**src/ssh_pkg.sv**
```systemverilog
`default_nettype none

package ssh_pkg;

	// Buffer and FIFO geometry
	localparam int TX_BUF_BYTES  = 256;
	localparam int CFG_BUF_BYTES = 64;
	localparam int TX_FIFO_DEPTH = 8;
	localparam int RESULT_MAX    = 8;
	localparam int HEAD_MAX      = 4;

	localparam int TXB_AW     = $clog2(TX_BUF_BYTES);
	localparam int PAIR_AW    = TXB_AW - 1;
	localparam int PAIR_DEPTH = TX_BUF_BYTES / 2;
	localparam int LEN_W      = 9;
	localparam int HW_W       = 8;
	localparam int CNT_W      = 4;

	// Protocol words
	localparam logic [15:0] CMD_GC      = 16'h8005;
	localparam logic [15:0] CMD_CFG     = 16'h8006;
	localparam logic [15:0] WORD_DUMMY  = 16'hAA55;
	localparam logic [15:0] WORD_FILLER = 16'hC0DE;

	// Request codes
	localparam logic [2:0] REQ_WORD     = 3'd0;
	localparam logic [2:0] REQ_SEL_ON   = 3'd1;
	localparam logic [2:0] REQ_SEL_OFF  = 3'd2;
	localparam logic [2:0] REQ_UNDERRUN = 3'd3;
	localparam logic [2:0] REQ_LOAD     = 3'd4;

	// Result kinds
	localparam logic [1:0] KIND_PUSH    = 2'd0;
	localparam logic [1:0] KIND_CAPTURE = 2'd1;
	localparam logic [1:0] KIND_DONE    = 2'd2;
	localparam logic [1:0] KIND_FLUSH   = 2'd3;

	// Configuration register indexes
	localparam logic CFG_CAUSE = 1'b0;
	localparam logic CFG_PRIME = 1'b1;

	typedef struct packed {
		logic [2:0]  req_type;
		logic [15:0] rx_word;
		logic [3:0]  tx_free;
		logic [8:0]  pending_len;
		logic [7:0]  byte_index;
		logic [7:0]  byte_value;
	} in_item_t;

	typedef struct packed {
		logic [1:0]  kind;
		logic [15:0] tx_word;
		logic [6:0]  cfg_len;
		logic        last;
	} out_item_t;

	localparam int RES_W = $bits(out_item_t);

	// Work handed from the command decoder to the result sequencer
	typedef struct packed {
		out_item_t [HEAD_MAX-1:0] head;
		logic [2:0]               hcnt;
		logic [CNT_W-1:0]         dcnt;
		logic [CNT_W-1:0]         pcnt;
		logic                     pos_clr;
	} plan_t;

endpackage

`default_nettype wire

```
**src/ssh_txbuf.sv**
```systemverilog
`default_nettype none

module ssh_txbuf import ssh_pkg::*; (
	input  logic               clk,
	input  logic               wr_en,
	input  logic [TXB_AW-1:0]  wr_idx,
	input  logic [7:0]         wr_byte,
	input  logic [PAIR_AW-1:0] rd_addr,
	output logic [15:0]        rd_data
);

	// Even bytes form the high half of a pair, odd bytes the low half
	logic [7:0] even_mem [PAIR_DEPTH];
	logic [7:0] odd_mem  [PAIR_DEPTH];
	logic [15:0] rd_q;

	always_ff @(posedge clk) begin
		if (wr_en && !wr_idx[0]) begin
			even_mem[wr_idx[TXB_AW-1:1]] <= wr_byte;
		end
		if (wr_en && wr_idx[0]) begin
			odd_mem[wr_idx[TXB_AW-1:1]] <= wr_byte;
		end
		rd_q <= {even_mem[rd_addr], odd_mem[rd_addr]};
	end

	assign rd_data = rd_q;

endmodule

`default_nettype wire

```
**src/ssh_cmd.sv**
```systemverilog
`default_nettype none

module ssh_cmd import ssh_pkg::*; (
	input  logic             clk,
	input  logic             arst_n,
	input  logic             start,
	input  in_item_t         item,
	input  logic [15:0]      cause_code,
	input  logic [3:0]       prime_count,
	output plan_t            plan,
	output logic [LEN_W-1:0] buf_len
);

	typedef enum logic [5:0] {
		CS_IDLE    = 6'b000001,
		CS_GC_T1   = 6'b000010,
		CS_GC_LEN  = 6'b000100,
		CS_GC_T2   = 6'b001000,
		CS_CFG     = 6'b010000,
		CS_CFG_PKT = 6'b100000
	} cmd_state_t;

	typedef enum logic [2:0] {
		TS_IDLE       = 3'b001,
		TS_WAIT_END   = 3'b010,
		TS_WAIT_START = 3'b100
	} txn_state_t;

	cmd_state_t       cmd_q, cmd_d;
	txn_state_t       txn_q, txn_d;
	logic [LEN_W-1:0] buf_len_q, len_d;
	logic [HW_W-1:0]  hw_q, hw_d;

	logic [3:0]       avail;
	logic [LEN_W-1:0] plen;
	logic [LEN_W-1:0] cfg_len;
	logic [HW_W-1:0]  hw_new;
	logic             flush_go;
	logic [3:0]       prime_sat;
	logic [3:0]       prime_cap;

	// Half-words to send for a byte length, rounded up to a multiple of 4 bytes
	function automatic logic [HW_W-1:0] hw_of(input logic [LEN_W-1:0] len);
		logic [LEN_W:0] t;
		t = {1'b0, len} + (LEN_W+1)'(3);
		return {t[LEN_W-1:2], 1'b0};
	endfunction

	function automatic logic [CNT_W-1:0] min_cnt(input logic [HW_W-1:0] hw,
			input logic [3:0] av);
		return (hw < {4'b0, av}) ? hw[CNT_W-1:0] : av;
	endfunction

	function automatic out_item_t mk(input logic [1:0] kind, input logic [15:0] word,
			input logic [6:0] len);
		out_item_t r;
		r.kind    = kind;
		r.tx_word = word;
		r.cfg_len = len;
		r.last    = 1'b0;
		return r;
	endfunction

	always_comb begin
		plan     = '0;
		cmd_d    = cmd_q;
		txn_d    = txn_q;
		len_d    = buf_len_q;
		hw_d     = hw_q;
		flush_go = 1'b0;

		avail   = (item.tx_free > 4'(TX_FIFO_DEPTH)) ? 4'(TX_FIFO_DEPTH) : item.tx_free;
		plen    = (item.pending_len > LEN_W'(TX_BUF_BYTES)) ? LEN_W'(TX_BUF_BYTES)
			: item.pending_len;
		cfg_len = (item.rx_word > 16'(CFG_BUF_BYTES)) ? LEN_W'(CFG_BUF_BYTES)
			: item.rx_word[LEN_W-1:0];
		hw_new  = hw_of(plen);

		unique case (item.req_type)
			REQ_WORD: begin
				unique case (cmd_q)
					CS_IDLE: begin
						if (item.rx_word == CMD_GC) begin
							cmd_d = CS_GC_T1;
						end else if (item.rx_word == CMD_CFG) begin
							cmd_d = CS_CFG;
						end
					end
					CS_GC_T1: begin
						if (item.rx_word != 16'h0000) begin
							cmd_d = CS_IDLE;
						end else begin
							len_d        = plen;
							hw_d         = hw_new;
							plan.pos_clr = 1'b1;
							plan.head[0] = mk(KIND_PUSH, CMD_GC, 7'd0);
							plan.head[1] = mk(KIND_PUSH, cause_code, 7'd0);
							if (avail < 4'd4) begin
								plan.hcnt = 3'd2;
								cmd_d     = CS_GC_LEN;
							end else begin
								plan.head[2] = mk(KIND_PUSH, 16'h0000, 7'd0);
								plan.head[3] = mk(KIND_PUSH, 16'(plen), 7'd0);
								plan.hcnt    = 3'd4;
								plan.dcnt    = min_cnt(hw_new, avail - 4'd4);
								cmd_d        = CS_GC_T2;
								txn_d        = (plen != '0) ? TS_WAIT_START : TS_WAIT_END;
							end
						end
					end
					CS_GC_LEN: begin
						if (avail >= 4'd2) begin
							plan.head[0] = mk(KIND_PUSH, 16'h0000, 7'd0);
							plan.head[1] = mk(KIND_PUSH, 16'(buf_len_q), 7'd0);
							plan.hcnt    = 3'd2;
							plan.dcnt    = min_cnt(hw_q, avail - 4'd2);
							cmd_d        = CS_GC_T2;
							txn_d        = (buf_len_q != '0) ? TS_WAIT_START : TS_WAIT_END;
						end
					end
					CS_GC_T2: begin
						plan.dcnt = min_cnt(hw_q, avail);
					end
					CS_CFG: begin
						plan.head[0] = mk(KIND_PUSH, WORD_FILLER, 7'd0);
						plan.hcnt    = 3'd1;
						len_d        = cfg_len;
						hw_d         = hw_of(cfg_len);
						cmd_d        = CS_CFG_PKT;
					end
					CS_CFG_PKT: begin
						plan.head[0] = mk(KIND_PUSH, WORD_FILLER, 7'd0);
						if (hw_q != '0) begin
							plan.head[1] = mk(KIND_CAPTURE, item.rx_word, 7'd0);
							plan.hcnt    = 3'd2;
							hw_d         = hw_q - HW_W'(1);
						end else begin
							plan.hcnt = 3'd1;
						end
					end
					default: ;
				endcase
			end
			REQ_SEL_ON: begin
				if (txn_q == TS_WAIT_START) begin
					txn_d = TS_WAIT_END;
				end
			end
			REQ_SEL_OFF: begin
				if (txn_q == TS_WAIT_END || cmd_q == CS_IDLE || cmd_q == CS_CFG_PKT) begin
					flush_go = 1'b1;
				end
			end
			REQ_UNDERRUN: flush_go = 1'b1;
			default: ;
		endcase

		// Flush, optionally preceded by the config-done report, then prime
		if (flush_go) begin
			if (item.req_type == REQ_SEL_OFF && cmd_q == CS_CFG_PKT) begin
				plan.head[0] = mk(KIND_DONE, 16'h0000, buf_len_q[6:0]);
				plan.head[1] = mk(KIND_FLUSH, 16'h0000, 7'd0);
				plan.hcnt    = 3'd2;
			end else begin
				plan.head[0] = mk(KIND_FLUSH, 16'h0000, 7'd0);
				plan.hcnt    = 3'd1;
			end
			cmd_d = CS_IDLE;
			txn_d = TS_IDLE;
		end
		prime_sat = (prime_count > 4'(TX_FIFO_DEPTH)) ? 4'(TX_FIFO_DEPTH) : prime_count;
		prime_cap = 4'(RESULT_MAX) - {1'b0, plan.hcnt};
		if (flush_go) begin
			plan.pcnt = (prime_sat > prime_cap) ? prime_cap : prime_sat;
		end

		hw_d = hw_d - {{(HW_W-CNT_W){1'b0}}, plan.dcnt};
	end

	always_ff @(posedge clk or negedge arst_n) begin
		if (!arst_n) begin
			cmd_q     <= CS_IDLE;
			txn_q     <= TS_IDLE;
			buf_len_q <= '0;
			hw_q      <= '0;
		end else if (start) begin
			cmd_q     <= cmd_d;
			txn_q     <= txn_d;
			buf_len_q <= len_d;
			hw_q      <= hw_d;
		end
	end

	assign buf_len = buf_len_q;

endmodule

`default_nettype wire

```
**src/ssh_seq.sv**
```systemverilog
`default_nettype none

module ssh_seq import ssh_pkg::*; (
	input  logic               clk,
	input  logic               arst_n,
	input  logic               start,
	input  plan_t              plan,
	input  logic [LEN_W-1:0]   buf_len,
	input  logic [15:0]        rd_data,
	output logic [PAIR_AW-1:0] rd_addr,
	output logic               idle,
	output logic               out_valid,
	input  logic               out_ready,
	output out_item_t          out_data
);

	typedef enum logic [3:0] {
		SQ_IDLE  = 4'b0001,
		SQ_HEAD  = 4'b0010,
		SQ_DATA  = 4'b0100,
		SQ_PRIME = 4'b1000
	} seq_state_t;

	seq_state_t               st_q, st_d;
	out_item_t [HEAD_MAX-1:0] hd_q;
	logic [2:0]               hcnt_q;
	logic [CNT_W-1:0]         dcnt_q, pcnt_q, rem_q;
	logic [TXB_AW:0]          pos_q, pos_d, pos_nx;
	logic                     out_valid_q;
	out_item_t                out_q;

	logic        adv;
	logic [TXB_AW+1:0] pos_inc;
	logic [TXB_AW+1:0] len_ext;
	logic [15:0] dword;
	out_item_t   emit;

	function automatic seq_state_t pick(input logic h, input logic d, input logic p);
		if (h) begin
			return SQ_HEAD;
		end else if (d) begin
			return SQ_DATA;
		end else if (p) begin
			return SQ_PRIME;
		end
		return SQ_IDLE;
	endfunction

	always_comb begin
		adv = (st_q != SQ_IDLE) && (!out_valid_q || out_ready);

		// Next big-endian pair, a lone high byte at an odd end, or zero padding
		pos_inc = {1'b0, pos_q} + (TXB_AW+2)'(1);
		len_ext = (TXB_AW+2)'(buf_len);
		if (pos_inc < len_ext) begin
			dword  = rd_data;
			pos_nx = pos_q + (TXB_AW+1)'(2);
		end else if (pos_inc == len_ext) begin
			dword  = {rd_data[15:8], 8'h00};
			pos_nx = pos_q + (TXB_AW+1)'(1);
		end else begin
			dword  = 16'h0000;
			pos_nx = pos_q;
		end

		emit = '0;
		unique case (st_q)
			SQ_HEAD:  emit = hd_q[0];
			SQ_DATA: begin
				emit.kind    = KIND_PUSH;
				emit.tx_word = dword;
			end
			SQ_PRIME: begin
				emit.kind    = KIND_PUSH;
				emit.tx_word = WORD_DUMMY;
			end
			default: ;
		endcase
		emit.last = (rem_q == CNT_W'(1));

		st_d = st_q;
		if (start) begin
			st_d = pick(plan.hcnt != '0, plan.dcnt != '0, plan.pcnt != '0);
		end else if (adv) begin
			unique case (st_q)
				SQ_HEAD:  if (hcnt_q == 3'd1) st_d = pick(1'b0, dcnt_q != '0, pcnt_q != '0);
				SQ_DATA:  if (dcnt_q == CNT_W'(1)) st_d = pick(1'b0, 1'b0, pcnt_q != '0);
				SQ_PRIME: if (pcnt_q == CNT_W'(1)) st_d = SQ_IDLE;
				default: ;
			endcase
		end

		// Read ahead at the next pointer so the read data matches the pointer
		if (start && plan.pos_clr) begin
			pos_d = '0;
		end else if (adv && st_q == SQ_DATA) begin
			pos_d = pos_nx;
		end else begin
			pos_d = pos_q;
		end
		rd_addr = pos_d[TXB_AW-1:1];
	end

	always_ff @(posedge clk or negedge arst_n) begin
		if (!arst_n) begin
			st_q        <= SQ_IDLE;
			hcnt_q      <= '0;
			dcnt_q      <= '0;
			pcnt_q      <= '0;
			rem_q       <= '0;
			pos_q       <= '0;
			out_valid_q <= 1'b0;
		end else begin
			st_q  <= st_d;
			pos_q <= pos_d;
			if (start) begin
				hcnt_q <= plan.hcnt;
				dcnt_q <= plan.dcnt;
				pcnt_q <= plan.pcnt;
				rem_q  <= CNT_W'(plan.hcnt) + plan.dcnt + plan.pcnt;
			end else if (adv) begin
				rem_q <= rem_q - CNT_W'(1);
				unique case (st_q)
					SQ_HEAD:  hcnt_q <= hcnt_q - 3'd1;
					SQ_DATA:  dcnt_q <= dcnt_q - CNT_W'(1);
					SQ_PRIME: pcnt_q <= pcnt_q - CNT_W'(1);
					default: ;
				endcase
			end
			if (adv) begin
				out_valid_q <= 1'b1;
			end else if (out_ready) begin
				out_valid_q <= 1'b0;
			end
		end
	end

	always_ff @(posedge clk) begin
		if (start) begin
			hd_q <= plan.head;
		end else if (adv && st_q == SQ_HEAD) begin
			hd_q <= hd_q >> RES_W;
		end
		if (adv) begin
			out_q <= emit;
		end
	end

	assign idle      = (st_q == SQ_IDLE);
	assign out_valid = out_valid_q;
	assign out_data  = out_q;

endmodule

`default_nettype wire

```
**src/spi_slave_host_command_engine_top.sv**
```systemverilog
// Channel   Handshake              Payload      Moves
// in        in_valid / in_ready    in_data      one bus event or store load per item
// out       out_valid / out_ready  out_data     one FIFO push, capture, done or flush
// cfg       cfg_we                 cfg_index,   cause word / prime count, write only
//                                  cfg_wdata
//
// An item is taken when in_ready is high, then its results leave one per cycle
// while out_ready allows: an item with n results (up to 8) holds in_ready low
// until all n have left the sequencer. Items with no result follow back to back.
// Transmit data comes from the byte store one pair per cycle, as out_ready allows.
// Reset clears the command and transaction state, the sequencer and out_valid;
// the byte store and the out_data register are not cleared. A stall on out_ready
// holds the sequencer; the last result of an item may wait while the next is taken.
`default_nettype none

module spi_slave_host_command_engine_top import ssh_pkg::*; (
	input  logic        clk,
	input  logic        arst_n,
	input  logic        in_valid,
	output logic        in_ready,
	input  in_item_t    in_data,
	output logic        out_valid,
	input  logic        out_ready,
	output out_item_t   out_data,
	input  logic        cfg_we,
	input  logic        cfg_index,
	input  logic [15:0] cfg_wdata
);

	logic [15:0]        cause_q;
	logic [3:0]         prime_q;
	logic               in_fire;
	logic               seq_idle;
	logic               wr_en;
	logic [PAIR_AW-1:0] rd_addr;
	logic [15:0]        rd_data;
	logic [LEN_W-1:0]   buf_len;
	plan_t              plan;

	// Accept a new item only when the sequencer has drained the previous one
	assign in_ready = seq_idle;
	assign in_fire  = in_valid && in_ready;
	assign wr_en    = in_fire && (in_data.req_type == REQ_LOAD);

	// Configuration registers: cause word and number of priming dummies
	always_ff @(posedge clk or negedge arst_n) begin
		if (!arst_n) begin
			cause_q <= 16'd8;
			prime_q <= 4'd6;
		end else if (cfg_we) begin
			unique case (cfg_index)
				CFG_CAUSE: cause_q <= cfg_wdata;
				CFG_PRIME: prime_q <= cfg_wdata[3:0];
				default: ;
			endcase
		end
	end

	// Transmit byte store, read as big-endian byte pairs
	ssh_txbuf u_txbuf (
		.clk     (clk),
		.wr_en   (wr_en),
		.wr_idx  (in_data.byte_index),
		.wr_byte (in_data.byte_value),
		.rd_addr (rd_addr),
		.rd_data (rd_data)
	);

	// Command decode: update protocol state and plan the item's results
	ssh_cmd u_cmd (
		.clk         (clk),
		.arst_n      (arst_n),
		.start       (in_fire),
		.item        (in_data),
		.cause_code  (cause_q),
		.prime_count (prime_q),
		.plan        (plan),
		.buf_len     (buf_len)
	);

	// Result sequencer: fixed words, store data, then primes, through the
	// output register
	ssh_seq u_seq (
		.clk       (clk),
		.arst_n    (arst_n),
		.start     (in_fire),
		.plan      (plan),
		.buf_len   (buf_len),
		.rd_data   (rd_data),
		.rd_addr   (rd_addr),
		.idle      (seq_idle),
		.out_valid (out_valid),
		.out_ready (out_ready),
		.out_data  (out_data)
	);

endmodule

`default_nettype wire
```
**config.mk**
```make
export PLATFORM = sky130hd
export DESIGN_NAME = spi_slave_host_command_engine_top
export DESIGN_NICKNAME = d
export VERILOG_FILES = /design/src/ssh_pkg.sv /design/src/ssh_txbuf.sv /design/src/ssh_cmd.sv /design/src/ssh_seq.sv /design/src/spi_slave_host_command_engine_top.sv
export SDC_FILE = /design/constraint.sdc
export NUM_CORES = 2
export LEC_CHECK = 0
export BUFFER_PORTS_ARGS = -buffer_cell sky130_fd_sc_hd__clkbuf_2
export CAP_MARGIN = 20
export CORE_MARGIN = 4
export CORE_UTILIZATION = 53
export CTS_CLUSTER_DIAMETER = 120
export DETAILED_ROUTE_END_ITERATION = 10
export GPL_TIMING_DRIVEN = 0
export PLACE_DENSITY = 0.69
export SLEW_MARGIN = 30
export SYNTH_ARGS = -nofsm -noshare
export SYNTH_HDL_FRONTEND = slang
export SYNTH_HIERARCHICAL = 1
export SYNTH_SLANG_ARGS = --single-unit
```
**constraint.sdc**
```tcl
create_clock -name clk -period 6.7 [get_ports clk]
set_input_delay 1.34 -clock clk [delete_from_list [all_inputs] [get_ports clk]]
set_output_delay 1.34 -clock clk [all_outputs]
set_load 0.05 [all_outputs]
```
==> results.cfg <==
[placed_design]
placed_cells = 6879
place_area_um2 = 96190
io_buffers = 94
dpl.hpwl_um = 163100
pre_cts_slack_ps = -1002
place_congestion = 0.8992

[routing]
avgViaCountPerCell = 6.396
dr.pass1.iters = 5
drt_iter0_markers = 6796
wire_per_inst_um = 32.62
dr_total_vias = 46650
routed_wl_um = 238000
ant_nets = 0
drc = 0

[power_and_ir_drop]
p_leak_nw = 32.63
max-vdd-ir-drop_v = 0.0002661
total_power_mw = 28.29
power_density_nw_per_um2 = 273.1

[floorplanning]
fp.dieH_um = 423.3
core_area_um2 = 171500
dieArea_um2 = 179200
start_util = 0.5328
io_pins = 98
dieWidth_um = 423.3
rows = 152

[sta]
fmax_ghz = 0.1539
min_period_ps = 6499
setup_viol = 0
clock_skew_ps = 59.32
rsz0062_at_grt = false
finalCritPeriodShare = 0.9700
slew_violations = 0
fin_ws_ps = 201.1
tightest_slew_ps = 1140
finalHoldViolCount = 0
whs_ps = 308.1
timing.slew.headroom = 0.2378
setup_tns_ps = 0

[cts]
clockRootBuffer = clkbuf_16
clk_pin_slew_ps = 60
cts_made_buffers = 219
clock_sinks = 2265
clock_latency_ps = 860
cts_hold_buffers = 0
cts.htree.levels = 4
cts_max_path_buffers = 3
cts_tree = built

[worst_setup_path]
crit_type = flop to flop
cp-end-kind = flop
startpoint_type = flop
critical_path_arrival_ps = 7180
worstPathRequired_ps = 7380
cp_max_fo = 10

[layout]
post-route-cell-area_um2 = 103600
area_delta_synth_final_pct = 13.33
drive_gt1_frac = 0.3052
fin_util = 0.6038
nets = 4905
layoutNonFillerInstCount = 7294

[logic_synthesis]
yosys_warnings = 6
syn_area_um2 = 91400
syn_area_per_cell_um2 = 20.87
netlist_instances = 4380

[global_route]
antenna_found_initial = 22
grt_pass1_wl_um = 340100
overflow = 0
grt_pass1_vias = 45670
grt_max_degree = 105
grt_util_all_layers = 0.2674

[outcome]
outcome = completed

[flow_run]
maxCapViolCount = 0

[worst_hold_path]
hp-class = primary input to asynchronous set/reset pin
-- layer usage --
metal / track usage / share of wire / up-vias
met2: 0.4235 / 0.48 / 2829
li1: - / - / 18810
met5: 0 / 0.00028 / -
met3: 0.05672 / 0.11 / 461
met4: 0.1061 / 0.046 / 10
met1: 0.3688 / 0.37 / 24550
-- cell type report --
cell class / instances / area, um^2
multi-input combinational: 1817 / 22460
buffer: 296 / 1743
inverter: 54 / 202.7
antenna: 11 / 27.53
fill: 12040 / 67960
clock buffer: 273 / 5817
timing repair buffer: 136 / 1625
sequential: 2265 / 67490
clock inverter: 132 / 1331
tap: 2310 / 2890
-- worst max-delay path, stage by stage (launching register included) --
cell      delay [ps]
dfrtp_1          480
ha_1             270
nand2_1          160
nor2_1           210
xnor2_1          230
ha_1             330
a21oi_1          120
o21ai_1          150
a2111o_1         540
buf_4            220
o32a_1           330
o22ai_1          230
buf_6            240
clkbuf_4         290
buf_16           190
clkbuf_4         290
mux4_2           390
mux4_2           660
mux4_2           560
mux2_2           380
-- state kept, by name, summed over array words and instances (netlist names), 4 cells and up --
signal            count
u_seq/dcnt_q          4
u_seq/st_q            4
u_seq/hd_q          100
u_txbuf/rd_data      16
u_cmd/buf_len         9
prime_q               4
cause_q              16
u_txbuf/even_mem   1024
u_seq/pcnt_q          4
u_seq/out_data       26
u_seq/rem_q           4
u_seq/pos_q           9
u_cmd/cmd_q           6
u_txbuf/odd_mem    1024
u_cmd/hw_q            8
-- cells in the final DEF, fill, tap and decap left out, types with 44 or more instances in the layout --
| cell type | n |
|---|---|
| mux2_2 | 110 |
| conb_1 | 55 |
| nand2_1 | 110 |
| and2_1 | 44 |
| clkbuf_2 | 145 |
| mux4_2 | 672 |
| a21oi_1 | 51 |
| dfrtp_1 | 68 |
| clkinv_1 | 46 |
| inv_1 | 51 |
| nor2_1 | 331 |
| edfxtp_1 | 2174 |
| buf_4 | 94 |
| clkbuf_1 | 112 |
| o21ai_0 | 45 |
| clkbuf_16 | 222 |
-- worst paths after layout --
| path | slack [ps] | startpoint | to | cells past startpoint |
|---|---|---|---|---|
| worst min register to register | 500 | u_cmd/txn_q[0] | u_cmd/txn_q[0] | 2 |
| min in group clk | 500 | u_cmd/txn_q[0] | u_cmd/txn_q[0] | 2 |
| worst max register to register | 200 | u_seq/pos_q[2] | u_txbuf/rd_data[10] | 19 |
| max in group asynchronous | 5790 | arst_n | u_seq/st_q[0] | 2 |
| worst min-delay path | 310 | arst_n | cause_q[12] | 1 |
| worst max-delay path | 200 | u_seq/pos_q[2] | u_txbuf/rd_data[10] | 19 |
-- report_power, final --
part           leakage [nW]  internal (mW)  switching [mW]
clock network          3.49           6.94            5.25
logic                  8.86          0.152           0.391
registers              20.3           15.5          0.0261
-- repair_timing --
item                                    4_1_cts  5_1_grt
buffers inserted                              0        1
hold endpoints to repair                      0        0
pin swaps                                     1        1
endpoints found under the setup margin       16       16
resized for setup                            66       68
Power figures use the tool's default switching activity.
